<file path="src/design/fwrk_pkg.sv">
// Shared types, sizes and token helpers for the keyed-removal token queue.
// Used by fwrk_front, fwrk_back and fifo_with_remove_by_key; no dependencies.
package fwrk_pkg;

    localparam int DEPTH       = 16;
    localparam int TOKEN_BITS  = 16;
    localparam int IDX_BITS    = $clog2(DEPTH);
    localparam int CNT_BITS    = $clog2(DEPTH + 1);
    localparam int CAP_BITS    = 5;
    localparam int OCC_BITS    = 5;
    localparam int PORT_TOKEN_BITS = 16;
    localparam int QUEUE_DEPTH = 2;
    localparam int Q_PTR_BITS  = (QUEUE_DEPTH > 1) ? $clog2(QUEUE_DEPTH) : 1;
    localparam int Q_CNT_BITS  = $clog2(QUEUE_DEPTH + 1);
    localparam int PADDR_BITS  = 3;
    localparam logic [CAP_BITS-1:0] CAPACITY_RESET = CAP_BITS'(16);

    typedef logic [TOKEN_BITS-1:0] t_tok;

    typedef enum logic [1:0] {
        OP_ENQ  = 2'd0,
        OP_DEQ  = 2'd1,
        OP_REM  = 2'd2,
        OP_LIST = 2'd3
    } t_op;

    typedef enum logic [1:0] {
        ST_OK       = 2'd0,
        ST_FULL     = 2'd1,
        ST_EMPTY    = 2'd2,
        ST_NOTFOUND = 2'd3
    } t_status;

    // Register index of the configuration space
    localparam logic REG_CAPACITY = 1'b0;

    // Classified request handed from front to back
    typedef struct packed {
        logic enq;
        logic deq;
        logic rem;
        logic lst;
        t_tok key;
    } t_cmd;

    // Fit a port token into the stored token width
    function automatic t_tok tok_from_port(input logic [PORT_TOKEN_BITS-1:0] x);
        logic [63:0] w;
        w = 64'(x);
        return w[TOKEN_BITS-1:0];
    endfunction

    // Fit a stored token onto the result port
    function automatic logic [PORT_TOKEN_BITS-1:0] tok_to_port(input t_tok x);
        logic [63:0] w;
        w = 64'(x);
        return w[PORT_TOKEN_BITS-1:0];
    endfunction

endpackage

</file>
<file path="src/design/fifo_with_remove_by_key.sv">
// Top level of the bounded token queue with removal by key: APB register
// for the capacity, front and back ends. Depends on fwrk_pkg, fwrk_front, fwrk_back.
//
//  channel   | direction | handshake                 | payload
//  ----------+-----------+---------------------------+---------------------------------
//  request   | in        | start high, busy low      | i_opcode, i_token
//  result    | out       | o_valid, one cycle, no hold | o_status, o_token_out,
//            |           |                           | o_occupancy, o_last
//  config    | in/out    | psel, penable, pwrite     | paddr, pwdata, prdata, pready
//
// Enqueue, dequeue and removal pass S_IDLE, which pops the request and registers
// the key match across all slots, then S_EXEC, which updates and compacts slots.
// A list goes on to S_LIST, which streams the stored tokens from the slot file.
// The front queue holds two requests; busy rises only when both are waiting.
// Synchronous active-low reset empties the queue and sets capacity to 16.
// Results cannot be stalled by the receiver; each is shown for one cycle.
module fifo_with_remove_by_key (
    input  logic                                  i_clk,
    input  logic                                  i_rst_n,
    input  logic                                  start,
    output logic                                  busy,
    input  logic [1:0]                            i_opcode,
    input  logic [fwrk_pkg::PORT_TOKEN_BITS-1:0]  i_token,
    output logic                                  o_valid,
    output logic [1:0]                            o_status,
    output logic [fwrk_pkg::PORT_TOKEN_BITS-1:0]  o_token_out,
    output logic [fwrk_pkg::OCC_BITS-1:0]         o_occupancy,
    output logic                                  o_last,
    input  logic                                  psel,
    input  logic                                  penable,
    input  logic                                  pwrite,
    input  logic [fwrk_pkg::PADDR_BITS-1:0]       paddr,
    input  logic [31:0]                           pwdata,
    output logic [31:0]                           prdata,
    output logic                                  pready
);
    import fwrk_pkg::*;

    logic [CAP_BITS-1:0] r_capacity;
    t_cmd                cmd;
    logic                cmd_valid;
    logic                cmd_pop;
    logic                reg_sel;

    assign pready  = 1'b1;
    assign reg_sel = (paddr[2] == REG_CAPACITY);

    // Write the capacity register
    always_ff @(posedge i_clk) begin
        if (!i_rst_n) begin
            r_capacity <= CAPACITY_RESET;
        end else if (psel && penable && pwrite && pready && reg_sel) begin
            r_capacity <= pwdata[CAP_BITS-1:0];
        end
    end

    // Read back the capacity register
    assign prdata = reg_sel ? 32'(r_capacity) : '0;

    fwrk_front u_front (
        .i_clk       (i_clk),
        .i_rst_n     (i_rst_n),
        .start       (start),
        .busy        (busy),
        .i_opcode    (i_opcode),
        .i_token     (i_token),
        .o_cmd       (cmd),
        .o_cmd_valid (cmd_valid),
        .i_cmd_pop   (cmd_pop)
    );

    fwrk_back u_back (
        .i_clk       (i_clk),
        .i_rst_n     (i_rst_n),
        .i_cmd       (cmd),
        .i_cmd_valid (cmd_valid),
        .o_cmd_pop   (cmd_pop),
        .i_capacity  (r_capacity),
        .o_valid     (o_valid),
        .o_status    (o_status),
        .o_token_out (o_token_out),
        .o_occupancy (o_occupancy),
        .o_last      (o_last)
    );

endmodule

</file>
<file path="src/design/fwrk_front.sv">
// Front end: takes requests on the start/busy handshake, decodes the opcode
// and buffers classified requests in a short queue. Depends on fwrk_pkg.
module fwrk_front (
    input  logic                                  i_clk,
    input  logic                                  i_rst_n,
    input  logic                                  start,
    output logic                                  busy,
    input  logic [1:0]                            i_opcode,
    input  logic [fwrk_pkg::PORT_TOKEN_BITS-1:0]  i_token,
    output fwrk_pkg::t_cmd                        o_cmd,
    output logic                                  o_cmd_valid,
    input  logic                                  i_cmd_pop
);
    import fwrk_pkg::*;

    t_cmd                  r_q [QUEUE_DEPTH];
    logic [Q_PTR_BITS-1:0] r_wr_ptr, n_wr_ptr;
    logic [Q_PTR_BITS-1:0] r_rd_ptr, n_rd_ptr;
    logic [Q_CNT_BITS-1:0] r_cnt, n_cnt;
    t_cmd                  dec_cmd;
    logic                  push;
    logic                  pop;

    // Classify the incoming request
    always_comb begin
        dec_cmd     = '0;
        dec_cmd.key = tok_from_port(i_token);
        unique case (t_op'(i_opcode))
            OP_ENQ:  dec_cmd.enq = 1'b1;
            OP_DEQ:  dec_cmd.deq = 1'b1;
            OP_REM:  dec_cmd.rem = 1'b1;
            OP_LIST: dec_cmd.lst = 1'b1;
            default: dec_cmd.lst = 1'b1;
        endcase
    end

    assign busy        = (r_cnt == Q_CNT_BITS'(QUEUE_DEPTH));
    assign push        = start && !busy;
    assign o_cmd_valid = (r_cnt != '0);
    assign pop         = i_cmd_pop && o_cmd_valid;
    assign o_cmd       = r_q[r_rd_ptr];

    // Advance pointers and count
    always_comb begin
        n_wr_ptr = r_wr_ptr;
        n_rd_ptr = r_rd_ptr;
        n_cnt    = r_cnt;
        if (push) begin
            n_wr_ptr = (r_wr_ptr == Q_PTR_BITS'(QUEUE_DEPTH - 1)) ? '0 : r_wr_ptr + 1'b1;
        end
        if (pop) begin
            n_rd_ptr = (r_rd_ptr == Q_PTR_BITS'(QUEUE_DEPTH - 1)) ? '0 : r_rd_ptr + 1'b1;
        end
        if (push && !pop) begin
            n_cnt = r_cnt + 1'b1;
        end else if (pop && !push) begin
            n_cnt = r_cnt - 1'b1;
        end
    end

    always_ff @(posedge i_clk) begin
        if (!i_rst_n) begin
            r_wr_ptr <= '0;
            r_rd_ptr <= '0;
            r_cnt    <= '0;
        end else begin
            r_wr_ptr <= n_wr_ptr;
            r_rd_ptr <= n_rd_ptr;
            r_cnt    <= n_cnt;
        end
    end

    // Hold the request payload
    always_ff @(posedge i_clk) begin
        if (push) begin
            r_q[r_wr_ptr] <= dec_cmd;
        end
    end

    a_cnt_bound: assert property (@(posedge i_clk) disable iff (!i_rst_n)
        r_cnt <= Q_CNT_BITS'(QUEUE_DEPTH))
        else $error("request queue overfilled");

    a_push_counts: assert property (@(posedge i_clk) disable iff (!i_rst_n)
        (push && !pop) |=> (r_cnt == $past(r_cnt) + 1'b1))
        else $error("accepted request not counted");

    a_one_kind: assert property (@(posedge i_clk) disable iff (!i_rst_n)
        o_cmd_valid |-> $onehot({o_cmd.enq, o_cmd.deq, o_cmd.rem, o_cmd.lst}))
        else $error("queued request has no single kind");

endmodule

</file>
<file path="src/design/fwrk_back.sv">
// Back end: holds the token slots and fill count, carries out enqueue,
// dequeue, keyed removal with compaction and listing. Depends on fwrk_pkg.
module fwrk_back (
    input  logic                                  i_clk,
    input  logic                                  i_rst_n,
    input  fwrk_pkg::t_cmd                        i_cmd,
    input  logic                                  i_cmd_valid,
    output logic                                  o_cmd_pop,
    input  logic [fwrk_pkg::CAP_BITS-1:0]         i_capacity,
    output logic                                  o_valid,
    output logic [1:0]                            o_status,
    output logic [fwrk_pkg::PORT_TOKEN_BITS-1:0]  o_token_out,
    output logic [fwrk_pkg::OCC_BITS-1:0]         o_occupancy,
    output logic                                  o_last
);
    import fwrk_pkg::*;

    localparam int CMP_BITS = (CNT_BITS > CAP_BITS) ? CNT_BITS : CAP_BITS;

    typedef enum logic [2:0] {
        S_IDLE = 3'b001,
        S_EXEC = 3'b010,
        S_LIST = 3'b100
    } t_state;

    t_tok                         r_slots [DEPTH];
    t_state                       r_state, n_state;
    logic [CNT_BITS-1:0]          r_count, n_count;
    logic [IDX_BITS-1:0]          r_idx, n_idx;
    t_cmd                         r_cmd;
    logic [DEPTH-1:0]             r_hit;
    logic [DEPTH-1:0]             hit;
    logic [DEPTH-1:0]             low_hit;
    logic [DEPTH-1:0]             rem_mask;
    logic [DEPTH-1:0]             shift_mask;
    logic                         wr_en;
    logic                         full;
    logic                         list_last;

    logic                         r_out_valid, n_out_valid;
    t_status                      r_out_status, n_out_status;
    t_tok                         r_out_tok, n_out_tok;
    logic [OCC_BITS-1:0]          r_out_occ, n_out_occ;
    logic                         r_out_last, n_out_last;

    // Compare the key against every held slot
    always_comb begin
        for (int i = 0; i < DEPTH; i++) begin
            hit[i] = (CNT_BITS'(i) < r_count) && (r_slots[i] == i_cmd.key);
        end
    end

    // Isolate the first match and mark it and everything behind it
    assign low_hit  = r_hit & (~r_hit + DEPTH'(1));
    assign rem_mask = ~(low_hit - DEPTH'(1));

    assign full = (r_count == CNT_BITS'(DEPTH)) ||
                  (CMP_BITS'(r_count) >= CMP_BITS'(i_capacity));
    assign list_last = ((CNT_BITS'(r_idx) + 1'b1) == r_count);
    assign o_cmd_pop = (r_state == S_IDLE);

    // Sequence one request at a time
    always_comb begin
        n_state      = r_state;
        n_count      = r_count;
        n_idx        = r_idx;
        n_out_valid  = 1'b0;
        n_out_status = ST_OK;
        n_out_tok    = '0;
        n_out_occ    = OCC_BITS'(r_count);
        n_out_last   = 1'b1;
        shift_mask   = '0;
        wr_en        = 1'b0;
        unique case (r_state)
            S_IDLE: begin
                if (i_cmd_valid) begin
                    n_state = S_EXEC;
                end
            end
            S_EXEC: begin
                n_state     = S_IDLE;
                n_out_valid = 1'b1;
                if (r_cmd.enq) begin
                    if (full) begin
                        n_out_status = ST_FULL;
                    end else begin
                        wr_en   = 1'b1;
                        n_count = r_count + 1'b1;
                    end
                end else if (r_cmd.deq) begin
                    if (r_count == '0) begin
                        n_out_status = ST_EMPTY;
                    end else begin
                        shift_mask = '1;
                        n_out_tok  = r_slots[0];
                        n_count    = r_count - 1'b1;
                    end
                end else if (r_cmd.rem) begin
                    if (r_hit == '0) begin
                        n_out_status = ST_NOTFOUND;
                    end else begin
                        shift_mask = rem_mask;
                        n_out_tok  = r_cmd.key;
                        n_count    = r_count - 1'b1;
                    end
                end else begin
                    if (r_count == '0) begin
                        n_out_status = ST_EMPTY;
                    end else begin
                        // Hand off to the streaming state
                        n_out_valid = 1'b0;
                        n_idx       = '0;
                        n_state     = S_LIST;
                    end
                end
                n_out_occ = OCC_BITS'(n_count);
            end
            S_LIST: begin
                n_out_valid = 1'b1;
                n_out_tok   = r_slots[r_idx];
                n_out_last  = list_last;
                n_idx       = r_idx + 1'b1;
                if (list_last) begin
                    n_state = S_IDLE;
                end
            end
            default: begin
                n_state = S_IDLE;
            end
        endcase
    end

    always_ff @(posedge i_clk) begin
        if (!i_rst_n) begin
            r_state     <= S_IDLE;
            r_count     <= '0;
            r_out_valid <= 1'b0;
        end else begin
            r_state     <= n_state;
            r_count     <= n_count;
            r_out_valid <= n_out_valid;
        end
    end

    // Capture request, match vector and result payload
    always_ff @(posedge i_clk) begin
        if (r_state == S_IDLE && i_cmd_valid) begin
            r_cmd <= i_cmd;
            r_hit <= hit;
        end
        r_idx        <= n_idx;
        r_out_status <= n_out_status;
        r_out_tok    <= n_out_tok;
        r_out_occ    <= n_out_occ;
        r_out_last   <= n_out_last;
    end

    // Shift slots forward for compaction, or write at the rear
    for (genvar g = 0; g < DEPTH; g++) begin : g_slot
        if (g < DEPTH - 1) begin : g_shift
            always_ff @(posedge i_clk) begin
                if (shift_mask[g]) begin
                    r_slots[g] <= r_slots[g+1];
                end else if (wr_en && r_count[IDX_BITS-1:0] == IDX_BITS'(g)) begin
                    r_slots[g] <= r_cmd.key;
                end
            end
        end else begin : g_tail
            always_ff @(posedge i_clk) begin
                if (wr_en && r_count[IDX_BITS-1:0] == IDX_BITS'(g)) begin
                    r_slots[g] <= r_cmd.key;
                end
            end
        end
    end

    assign o_valid     = r_out_valid;
    assign o_status    = r_out_status;
    assign o_token_out = tok_to_port(r_out_tok);
    assign o_occupancy = r_out_occ;
    assign o_last      = r_out_last;

    a_count_bound: assert property (@(posedge i_clk) disable iff (!i_rst_n)
        r_count <= CNT_BITS'(DEPTH))
        else $error("fill count beyond depth");

    a_list_streams: assert property (@(posedge i_clk) disable iff (!i_rst_n)
        (r_state == S_LIST) |=> o_valid)
        else $error("list cycle without a result");

    a_empty_occ: assert property (@(posedge i_clk) disable iff (!i_rst_n)
        (o_valid && o_status == ST_EMPTY) |-> (o_occupancy == '0))
        else $error("empty status with nonzero occupancy");

    a_pop_exec: assert property (@(posedge i_clk) disable iff (!i_rst_n)
        (r_state == S_IDLE && i_cmd_valid) |=> (r_state == S_EXEC))
        else $error("popped request not executed");

    a_count_step: assert property (@(posedge i_clk) disable iff (!i_rst_n)
        (r_state != S_EXEC) |=> (r_count == $past(r_count)))
        else $error("fill count moved outside execution");

endmodule
</file>
<file path="config.mk">
export PLATFORM = sky130hd
export DESIGN_NAME = fifo_with_remove_by_key
export DESIGN_NICKNAME = d
export VERILOG_FILES = /design/src/design/fwrk_pkg.sv /design/src/design/fifo_with_remove_by_key.sv /design/src/design/fwrk_front.sv /design/src/design/fwrk_back.sv
export SDC_FILE = /design/constraint.sdc
export NUM_CORES = 1
export LEC_CHECK = 0
export BUFFER_PORTS_ARGS = -buffer_cell sky130_fd_sc_hd__buf_4
export CAP_MARGIN = 20
export CORE_AREA = 2 2 235 237
export DETAILED_ROUTE_END_ITERATION = 10
export DIE_AREA = 0 0 237 239
export GPL_ROUTABILITY_DRIVEN = 0
export PLACE_DENSITY = 0.58
export SETUP_SLACK_MARGIN = 0.02
export SLEW_MARGIN = 5
export SYNTH_ARGS = -nofsm -noshare
export SYNTH_HDL_FRONTEND = slang
export SYNTH_HIERARCHICAL = 1
export SYNTH_SLANG_ARGS = --single-unit
</file>
<file path="constraint.sdc">
create_clock -name i_clk -period 5.34 [get_ports i_clk]
set_clock_uncertainty 0.2 [all_clocks]
set_input_delay 1.602 -clock i_clk [delete_from_list [all_inputs] [get_ports i_clk]]
set_output_delay 1.602 -clock i_clk [all_outputs]
set_load 0.02 [all_outputs]
</file>
Yosys cells after proc, flatten, opt, wreduce, memory -nomap -nowiden --
Memory sizes are Yosys's and may differ from the RTL's. A register that Yosys moved wholly into a read port is not among the register bits. Cells that the tools add are included.
Storage, ports and cells: bits in registers 81, latch bits 0, memory bits (writable) 296, memory bits (read-only) 0, bits of input ports 59, output and inout bits 59, logic and storage cells 318, memories 2
Memories:
- u_back.r_slots | words 16, width 16, rd ports 17, clocked after memory_dff 1, wr ports 15, RTL line fwrk_back.sv:26 | t_tok r_slots [DEPTH];
- u_front.r_q | words 2, width 20, rd ports 1, clocked after memory_dff 1, wr ports 1, RTL line fwrk_front.sv:16 | t_cmd r_q [QUEUE_DEPTH];
Operators by class: add/sub/neg operators 10, $mul 0, div/mod/pow operators 0, magnitude comparators 17, equal/unequal tests 46, shifts and indexed selects 0, multiplexer cells 154, bitwise gates (word level) 19, reductions and logical operators 53
Operator list (count):
- $mux W16 | 21
- $eq A16 B16 Y1 | 16
- $mux W1 | 96
- $mux W15 | 6
- $lt A4 B5 Y1 const A | 8
- $mux W5 | 8
- $logic_and A1 B1 Y1 | 39
- $eq A4 B4 Y1 const B | 8
- $pmux W16 S2 | 1
- $not A15 Y15 | 2
- $mux W4 | 6
- $lt A3 B5 Y1 const A | 4
- $mux W3 | 6
- $eq A4 B3 Y1 const B | 4
- $logic_not A16 Y1 | 1
- $reduce_or A16 Y1 | 1
- $add A15 B1 Y15 const B | 1
- $and A15 B15 Y15 | 1
- $or A1 B1 Y1 | 15
- $sub A15 B1 Y15 const B | 1
- $mux W2 | 7
- $lt A1 B5 Y1 const A | 2
- $lt A2 B5 Y1 const A | 2
- $pmux W3 S3 | 1
- 30 further kinds | 42

Logic depth before layout (Yosys ltp) --
Gate-level depths: netlist of the first run.
depth in word-level cells 14, mapped depth 12, depth with buffers taken out 8

By module --
Netlist of the first run, hierarchy kept.
Modules (own cells, without submodules):
- fwrk_back | times used 1, cells each 1399, area an instance 19257.2 um2, sequential area each 9599.2 um2
- fwrk_front | times used 1, cells each 91, area an instance 1695.4 um2, sequential area each 1301.2 um2
- fifo_with_remove_by_key | times used 1, cells each 58, area an instance 479.2 um2, sequential area each 100.1 um2

Worst setup path after synthesis of the first run --
No wires, ideal clock.
path kind reg-to-reg, from register u_back.r_count[0], to memory u_back/r_slots[0][0] in the netlist's numbering (enable), library setup time 0.395 ns, arrival time 3.147 ns, required time 4.745 ns, setup slack 1.598 ns, cell stages (with the launch flop) 11, path buffers 4, period minus slack after synthesis 3.742 ns, cell sequence dfxtp_1 > clkbuf_1 > inv_1 > ha_1 > clkbuf_1 > nor4b_1 > a2111oi_0 > o31ai_2 > buf_2 > buf_2 > o22ai_1
RTL lines:
- from (decl) | RTL line fwrk_back.sv:28 | logic [CNT_BITS-1:0] r_count, n_count;
- from (signal assigned) | RTL line fwrk_back.sv:140 | r_count <= n_count;
- to (decl) | RTL line fwrk_back.sv:26

==> results by group, run 1 <==
Clock network
  – TritonCTS Buffers: 44
  – Clock slew at reported path FFs: 0.06 ns
  – Worst-skew pair later-pin latency: 0.59 ns
  – Max clock buf depth: 3
  – Clock sinks: 380
  – # hold bufs at CTS: 0
  – Postcts setup bufs: 0
  – CTS resizes: 0
  – H-tree depth: 2
  – CTS tree: yes
  – Clock tree root buffer cell: clkbuf_16

Power and ir drop
  – Pwr/cell area: 374.4 mW/mm2
  – Worst vdd ir: 0.2165 mV
  – Logic gate share of total power: 20.6%
  – P_int: 5.957 mW
  – Leak: 8.118 nW
  – Sequential Power Share: 45.2%
  – Net Sw Frac: 33.67%
  – Clock power share: 34.2%
  – Psw: 3.023 mW

Hold path
  – Worst min path class: flop to flop

Timing
  – TNS Setup: 0 ns
  – Slew Limit Fails: 0
  – Worst-margin pin slew: 1.169 ns
  – Minimum clock period: 4.037 ns
  – Final worst setup slack: 1.303 ns
  – Final hold slack: 0.2758 ns
  – Worst slew margin: 22.07%
  – RSZ-0062 raised after global routing: false
  – # setup viols final: 0
  – Max Fclk: 247.7 MHz
  – Endpoints failing hold: 0
  – Fin crit share: 75.59%

Place
  – Worst slack at placement: 1.419 ns
  – Placed inst area: 0.02251 mm2
  – Hpwl dp: 47.97 mm
  – Port Buffers: 60

Logic synthesis
  – Syn Inst Count: 1544
  – Synth warn: 6
  – Mapped Area: 0.02135 mm2
  – Syn avg cell area: 13.83 um2

Critical path
  – End point of the critical path: u_back/r_slots[12][4]$_DFFE_PP_
  – Required @ worst endpoint: 5.47 ns
  – Worst-case reg-to-reg path depth: 9
  – Worst setup EP type: flop
  – Crit Path Max Fanout: 26
  – R2R Path End: u_back/r_slots[12][4]$_DFFE_PP_
  – Worst EP arrival: 4.17 ns
  – Worst R2R Start: u_back/r_count[4]$_SDFF_PN0_
  – R2R setup slack: 1.30 ns
  – Critical Path Start: u_back/r_count[4]$_SDFF_PN0_
  – CP Launch Type: flop
  – Crit Path Category: flop to flop

Route
  – DRC violation count after routing: 0
  – 1st-pass router iterations: 5
  – Antenna Nets Post-Route: 0
  – Vias/cell: 5.955
  – Average wire per standard cell: 29.44 um
  – Iteration-0 DRC Markers: 1464
  – Routed WL: 68.46 mm
  – Vias: 13846

Layout
  – Most common cell after layout, fill and taps aside: edfxtp_1
  – Final Util: 44.14%
  – Synthesis-to-finish area growth: 12.32%
  – Post-Layout Inst Area: 0.02399 mm2
  – Final-stage net count: 1656
  – Inserted Diodes: 0
  – Share of layout cells above drive strength 1: 31.15%
  – Commonest cells after routing, fill and taps aside: 333 x edfxtp_1, 202 x mux2_2, 187 x xor2_1

Die
  – Chip Width: 237 um
  – Die ar.: 0.05664 mm2
  – Initial Utilization: 39.30%
  – Cell Rows: 86
  – Die Height: 239 um
  – CORE AREA: 0.05434 mm2
  – Io pins: 118

Global route
  – Largest net degree at the start of global routing: 52
  – Gr ovfl total: 0
  – Vias in the first global route: 13515
  – Tot GR Track Use: 24.09%
  – Global-route wire length before repair: 97.94 mm
  – Initial antenna violation count: 3

Outcome
  – Status: completed

Job
  – Max-Cap Viols: 0
worst max-delay path, cell delays in order (launching register included):
cell	delay (ns)
dfxtp_1	0.31
buf_4	0.36
ha_1	0.39
a21oi_1	0.27
o21ai_2	0.13
a311oi_2	0.69
nand2_1	0.52
nor2_2	0.22
buf_4	0.31
mux2_2	0.37
power groups by stage:
stage	clock (mW)	combinational, mW	sequential, mW
finish	3.07	1.85	4.06
global route	3.24	1.95	4.07
CTS	3.13	1.83	4.04
detailed placement	0	1.81	4.10
global placement	0	1.82	4.10
floorplan	0	1.30	3.74
routing by layer:
metal  share of wire, %  vias to the layer above  global-route usage (%)
li1                   -                     5859                       -
met1                 41                     7185                   32.04
met2                 47                      695                   39.26
met3                8.3                      107                   4.781
met4                3.4                        0                   8.554
met5                  0                        -                       0
worst min-delay path by stage:
stage,startpoint,endpoint,slack [ns],depth (start not counted)
3_5_place_dp,r_capacity[1]$_SDFFE_PN0P_,r_capacity[1]$_SDFFE_PN0P_,0.27,2
2_1_floorplan,r_capacity[1]$_SDFFE_PN0P_,r_capacity[1]$_SDFFE_PN0P_,0.24,2
6_report,r_capacity[3]$_SDFFE_PN0P_,r_capacity[3]$_SDFFE_PN0P_,0.28,2
4_1_cts,r_capacity[3]$_SDFFE_PN0P_,r_capacity[3]$_SDFFE_PN0P_,0.28,2
5_1_grt,r_capacity[3]$_SDFFE_PN0P_,r_capacity[3]$_SDFFE_PN0P_,0.30,2
3_3_place_gp,r_capacity[3]$_SDFFE_PN0P_,r_capacity[3]$_SDFFE_PN0P_,0.26,2
per-stage QoR:
step | power (mW) | instances
2_1_floorplan | 5.039 | 1570
3_3_place_gp | 5.918 | 2243
3_5_place_dp | 5.919 | 2243
4_1_cts | 9.001 | 2325
5_1_grt | 9.262 | 2325
6_report | 8.980 | 2325
final cells by class:
cell class | count | area [um2]
fillers | 4881 | 30350
flip-flops and latches | 380 | 10950
multi-input cells | 1028 | 9756
clock buffers | 59 | 1267
well taps | 704 | 880.8
repair buffers | 116 | 870.8
clock inverters | 23 | 206.4
inverters | 15 | 56.30
flip-flops by register name, indices dropped and copies added (netlist names), 2 cells and up, named ones only:
signal              cells
u_back/o_token_out     16
u_back/r_state          3
u_back/o_occupancy      5
u_back/r_hit           16
u_back/r_slots        256
u_front/r_q            38
u_back/r_cmd           19
u_back/r_count          5
u_front/r_cnt           2
r_capacity              5
u_back/o_status         2
u_back/r_idx            4
(Power assumes the default switching activity.)
==> run 2, diff against run 1 <==
--- a/config.mk
+++ b/config.mk
@@ -5,11 +5,12 @@
 export SDC_FILE = /design/constraint.sdc
 export NUM_CORES = 1
 export LEC_CHECK = 0
+export ABC_AREA = 1
 export BUFFER_PORTS_ARGS = -buffer_cell sky130_fd_sc_hd__buf_4
 export CAP_MARGIN = 20
-export CORE_AREA = 2 2 235 237
+export CORE_AREA = 2 2 237 239
 export DETAILED_ROUTE_END_ITERATION = 10
-export DIE_AREA = 0 0 237 239
+export DIE_AREA = 0 0 239 241
 export GPL_ROUTABILITY_DRIVEN = 0
 export PLACE_DENSITY = 0.58
 export SETUP_SLACK_MARGIN = 0.02
==> constraint.sdc (replaced) <==
create_clock -name i_clk -period 3.97 [get_ports i_clk]
set_clock_uncertainty 0.2 [all_clocks]
set_input_delay 1.191 -clock i_clk [delete_from_list [all_inputs] [get_ports i_clk]]
set_output_delay 1.191 -clock i_clk [all_outputs]
set_load 0.02 [all_outputs]
==> run 2 against run 1 <==
Worst hold slack improved by 0.024 ns. Cell count increased by 44%. Fmax increased by 16%. Count of clock-buffer cells in the layout unchanged. Non-clock buffer count increased by 42. Clock power increased by 24%. Sequential share of layout area decreased by 0.82 points.
==> results by group, run 2 <==
Job
  – Max-Cap Viols: 0 (unchanged)

Layout
  – Most common cell after layout, fill and taps aside: nand2_1 (was edfxtp_1)
  – Max FFs per register: 256 (unchanged)
  – Commonest cells after routing, fill and taps aside: 696 x nand2_1, 344 x o21ai_0, 333 x edfxtp_1 (was 333 x edfxtp_1, 202 x mux2_2, 187 x xor2_1)
  – Reg with most FFs: u_back/r_slots (unchanged)
  – Share of layout cells above drive strength 1: 11.09% (was 31.15%)
  – Synthesis-to-finish area growth: 12.16% (was 12.32%)
  – Filler cells: 5364 (was 4881)
  – Final-stage net count: 2690 (was 1656)
  – Regs by FF count: u_back/r_slots x256, u_front/r_q x38, u_back/r_cmd x19 (unchanged)
  – Post-Layout Inst Area: 0.02442 mm2 (was 0.02399 mm2)
  – Final Util: 44.50% (was 44.14%)

Place
  – Port Buffers: 60 (unchanged)
  – Hpwl dp: 62.41 mm (was 47.97 mm)
  – Placed inst area: 0.02312 mm2 (was 0.02251 mm2)

Route
  – DRC violation count after routing: 0 (unchanged)
  – Vias: 20518 (was 13846)
  – Vias/cell: 6.114 (was 5.955)
  – Iteration-0 DRC Markers: 3810 (was 1464)
  – Average wire per standard cell: 27.05 um (was 29.44 um)
  – Routed WL: 90.78 mm (was 68.46 mm)
  – 1st-pass router iterations: 7 (was 5)
  – Antenna Nets Post-Route: 0 (unchanged)

Critical path
  – R2R Path End: u_back/r_slots[9][4]$_DFFE_PP_ (was u_back/r_slots[12][4]$_DFFE_PP_)
  – End point of the critical path: u_back/r_slots[9][4]$_DFFE_PP_ (was u_back/r_slots[12][4]$_DFFE_PP_)
  – Critical Path Start: u_back/r_hit[0]$_DFFE_PP_ (was u_back/r_count[4]$_SDFF_PN0_)
  – Worst R2R Start: u_back/r_hit[0]$_DFFE_PP_ (was u_back/r_count[4]$_SDFF_PN0_)
  – Worst setup EP type: flop (unchanged)
  – Worst-case reg-to-reg path depth: 12 (was 9)
  – Required @ worst endpoint: 4.09 ns (was 5.47 ns)
  – Crit Path Category: flop to flop (unchanged)
  – R2R setup slack: 0.48 ns (was 1.30 ns)
  – CP Launch Type: flop (unchanged)
  – Worst EP arrival: 3.61 ns (was 4.17 ns)
  – Crit Path Max Fanout: 16 (was 26)

Global route
  – Initial antenna violation count: 3 (unchanged)
  – Global-route wire length before repair: 127.6 mm (was 97.94 mm)
  – Largest net degree at the start of global routing: 65 (was 52)
  – Tot GR Track Use: 31.01% (was 24.09%)
  – Gr ovfl total: 0 (unchanged)
  – Vias in the first global route: 18646 (was 13515)

Power and ir drop
  – Clock power share: 27.7% (was 34.2%)
  – P_int: 7.989 mW (was 5.957 mW)
  – Worst vdd ir: 0.3877 mV (was 0.2165 mV)
  – Pwr/cell area: 562.9 mW/mm2 (was 374.4 mW/mm2)
  – Net Sw Frac: 41.88% (was 33.67%)
  – Sequential Power Share: 39.2% (was 45.2%)
  – Leak: 9.935 nW (was 8.118 nW)
  – Psw: 5.756 mW (was 3.023 mW)
  – Logic gate share of total power: 33.1% (was 20.6%)

Timing
  – Slew Limit Fails: 0 (unchanged)
  – # setup viols final: 0 (unchanged)
  – Endpoints failing hold: 0 (unchanged)
  – Minimum clock period: 3.489 ns (was 4.037 ns)
  – Worst-margin pin slew: 1.039 ns (was 1.169 ns)
  – TNS Setup: 0 ns (unchanged)
  – RSZ-0062 raised after global routing: false (unchanged)
  – Fin crit share: 87.88% (was 75.59%)
  – Worst slew margin: 30.66% (was 22.07%)
  – Max Fclk: 286.6 MHz (was 247.7 MHz)

Clock network
  – # hold bufs at CTS: 0 (unchanged)
  – CTS tree: yes (unchanged)
  – Clock sinks: 380 (unchanged)
  – Max clock buf depth: 3 (unchanged)
  – TritonCTS Buffers: 42 (was 44)
  – Clock slew at reported path FFs: 0.06 ns (about the same)
  – Postcts setup bufs: 0 (unchanged)
  – Worst-skew pair later-pin latency: 0.59 ns (about the same)
  – CTS resizes: 0 (unchanged)
  – H-tree depth: 2 (unchanged)
  – Clock tree root buffer cell: clkbuf_16 (unchanged)

Die
  – Chip Width: 239 um (was 237 um)
  – Io pins: 118 (unchanged)
  – Die Height: 241 um (was 239 um)
  – Initial Utilization: 39.67% (was 39.30%)
  – CORE AREA: 0.05488 mm2 (was 0.05434 mm2)
  – Die ar.: 0.05760 mm2 (was 0.05664 mm2)
  – Cell Rows: 86 (unchanged)

Hold path
  – Worst min path class: flop to flop (unchanged)

Logic synthesis
  – Synth warn: 6 (unchanged)
  – Mapped Area: 0.02177 mm2 (was 0.02135 mm2)
  – Syn Inst Count: 2579 (was 1544)
  – Syn avg cell area: 8.442 um2 (was 13.83 um2)

Outcome
  – Status: completed (unchanged)
run 2: cell count changes in the layout (fill, tap and decap cells not counted), moves of 32 or more:
cell      change
a221oi_1     +46
mux2_1       -61
nor2_1       +93
mux4_2       -80
xnor2_1      -32
o22ai_1      +71
inv_1       +194
mux2_2      -183
o21ai_0     +331
xor2_1      -130
nand2_1     +649
buf_4        +39
a21oi_1     +122
nand3_1      +96
run 2: routing by layer:
metal  up-vias  wire, um  global-route usage, %
li1       8866         -                      -
met1      9502     33010                  40.65
met2      1818     35800                  43.10
met3       326     15770                  12.42
met4         6      6105                  17.82
met5         -        84                      0
run 2: critical path, cell delays in order, from the launching register on:
cell and delay [ns]:
edfxtp_1 0.41, nor2_1 0.22, nand2_1 0.14, nor2_1 0.44, nand2_1 0.24, nand2_1 0.24
nand2_1 0.08, buf_4 0.23, nand3_2 0.10, inv_1 0.29, o21ai_0 0.24, nand3_1 0.11
buf_4 0.24
run 2: worst min-delay path by stage:
| stage | startpoint | to | slack, ns | depth (start not counted) |
|---|---|---|---|---|
| global route | r_capacity[3]$_SDFFE_PN0P_ | r_capacity[3]$_SDFFE_PN0P_ | 0.34 | 2 |
| detailed placement | u_front/r_rd_ptr$_SDFFE_PN0P_ | flop | 0.29 | 2 |
| finish | u_front/r_rd_ptr$_SDFFE_PN0P_ | u_front/r_rd_ptr$_SDFFE_PN0P_ | 0.30 | 2 |
| CTS | u_front/r_rd_ptr$_SDFFE_PN0P_ | u_front/r_rd_ptr$_SDFFE_PN0P_ | 0.31 | 2 |
| global placement | u_front/r_rd_ptr$_SDFFE_PN0P_ | u_front/r_rd_ptr$_SDFFE_PN0P_ | 0.28 | 2 |
| floorplan | u_back/r_cmd[0]$_DFFE_PP_ | u_back/r_slots[15][0]$_DFFE_PP_ | 0.22 | 0 |
run 2: power by group through the flow:
stage	Sequential [mW]	Clock (mW)	Combinational, mW
after global routing	5.38	4.00	4.59
final	5.39	3.80	4.55
after floorplan	5.00	0	2.42
after detailed placement	5.42	0	4.22
after CTS	5.34	3.85	4.23
after global placement	5.41	0	4.19
run 2: stage by stage:
| stage | worst slack [ns] | power [mW] | std cells | hold slack [ns] |
|---|---|---|---|---|
| global placement | 0.7131 | 9.603 | 3279 | 0.2809 |
| global route | 0.4602 | 13.97 | 3355 | 0.3422 |
| detailed placement | 0.6610 | 9.639 | 3279 | 0.2889 |
| CTS | 0.6410 | 13.42 | 3355 | 0.3072 |
| floorplan | 0.4564 | 7.415 | 2605 | 0.2244 |
| finish | 0.4811 | 13.75 | 3356 | 0.3002 |
run 2: layout make-up:
cell class,count,area [um2],share of cell area (%)
well taps,704,880.8,3.607
inverters,221,830.8,3.402
clock buffers,59,1165,4.770
flip-flops and latches,380,10950,44.82
diodes,1,2.502,0.01025
clock inverters,17,132.6,0.5431
repair buffers,158,1224,5.011
multi-input cells,1816,9238,37.83
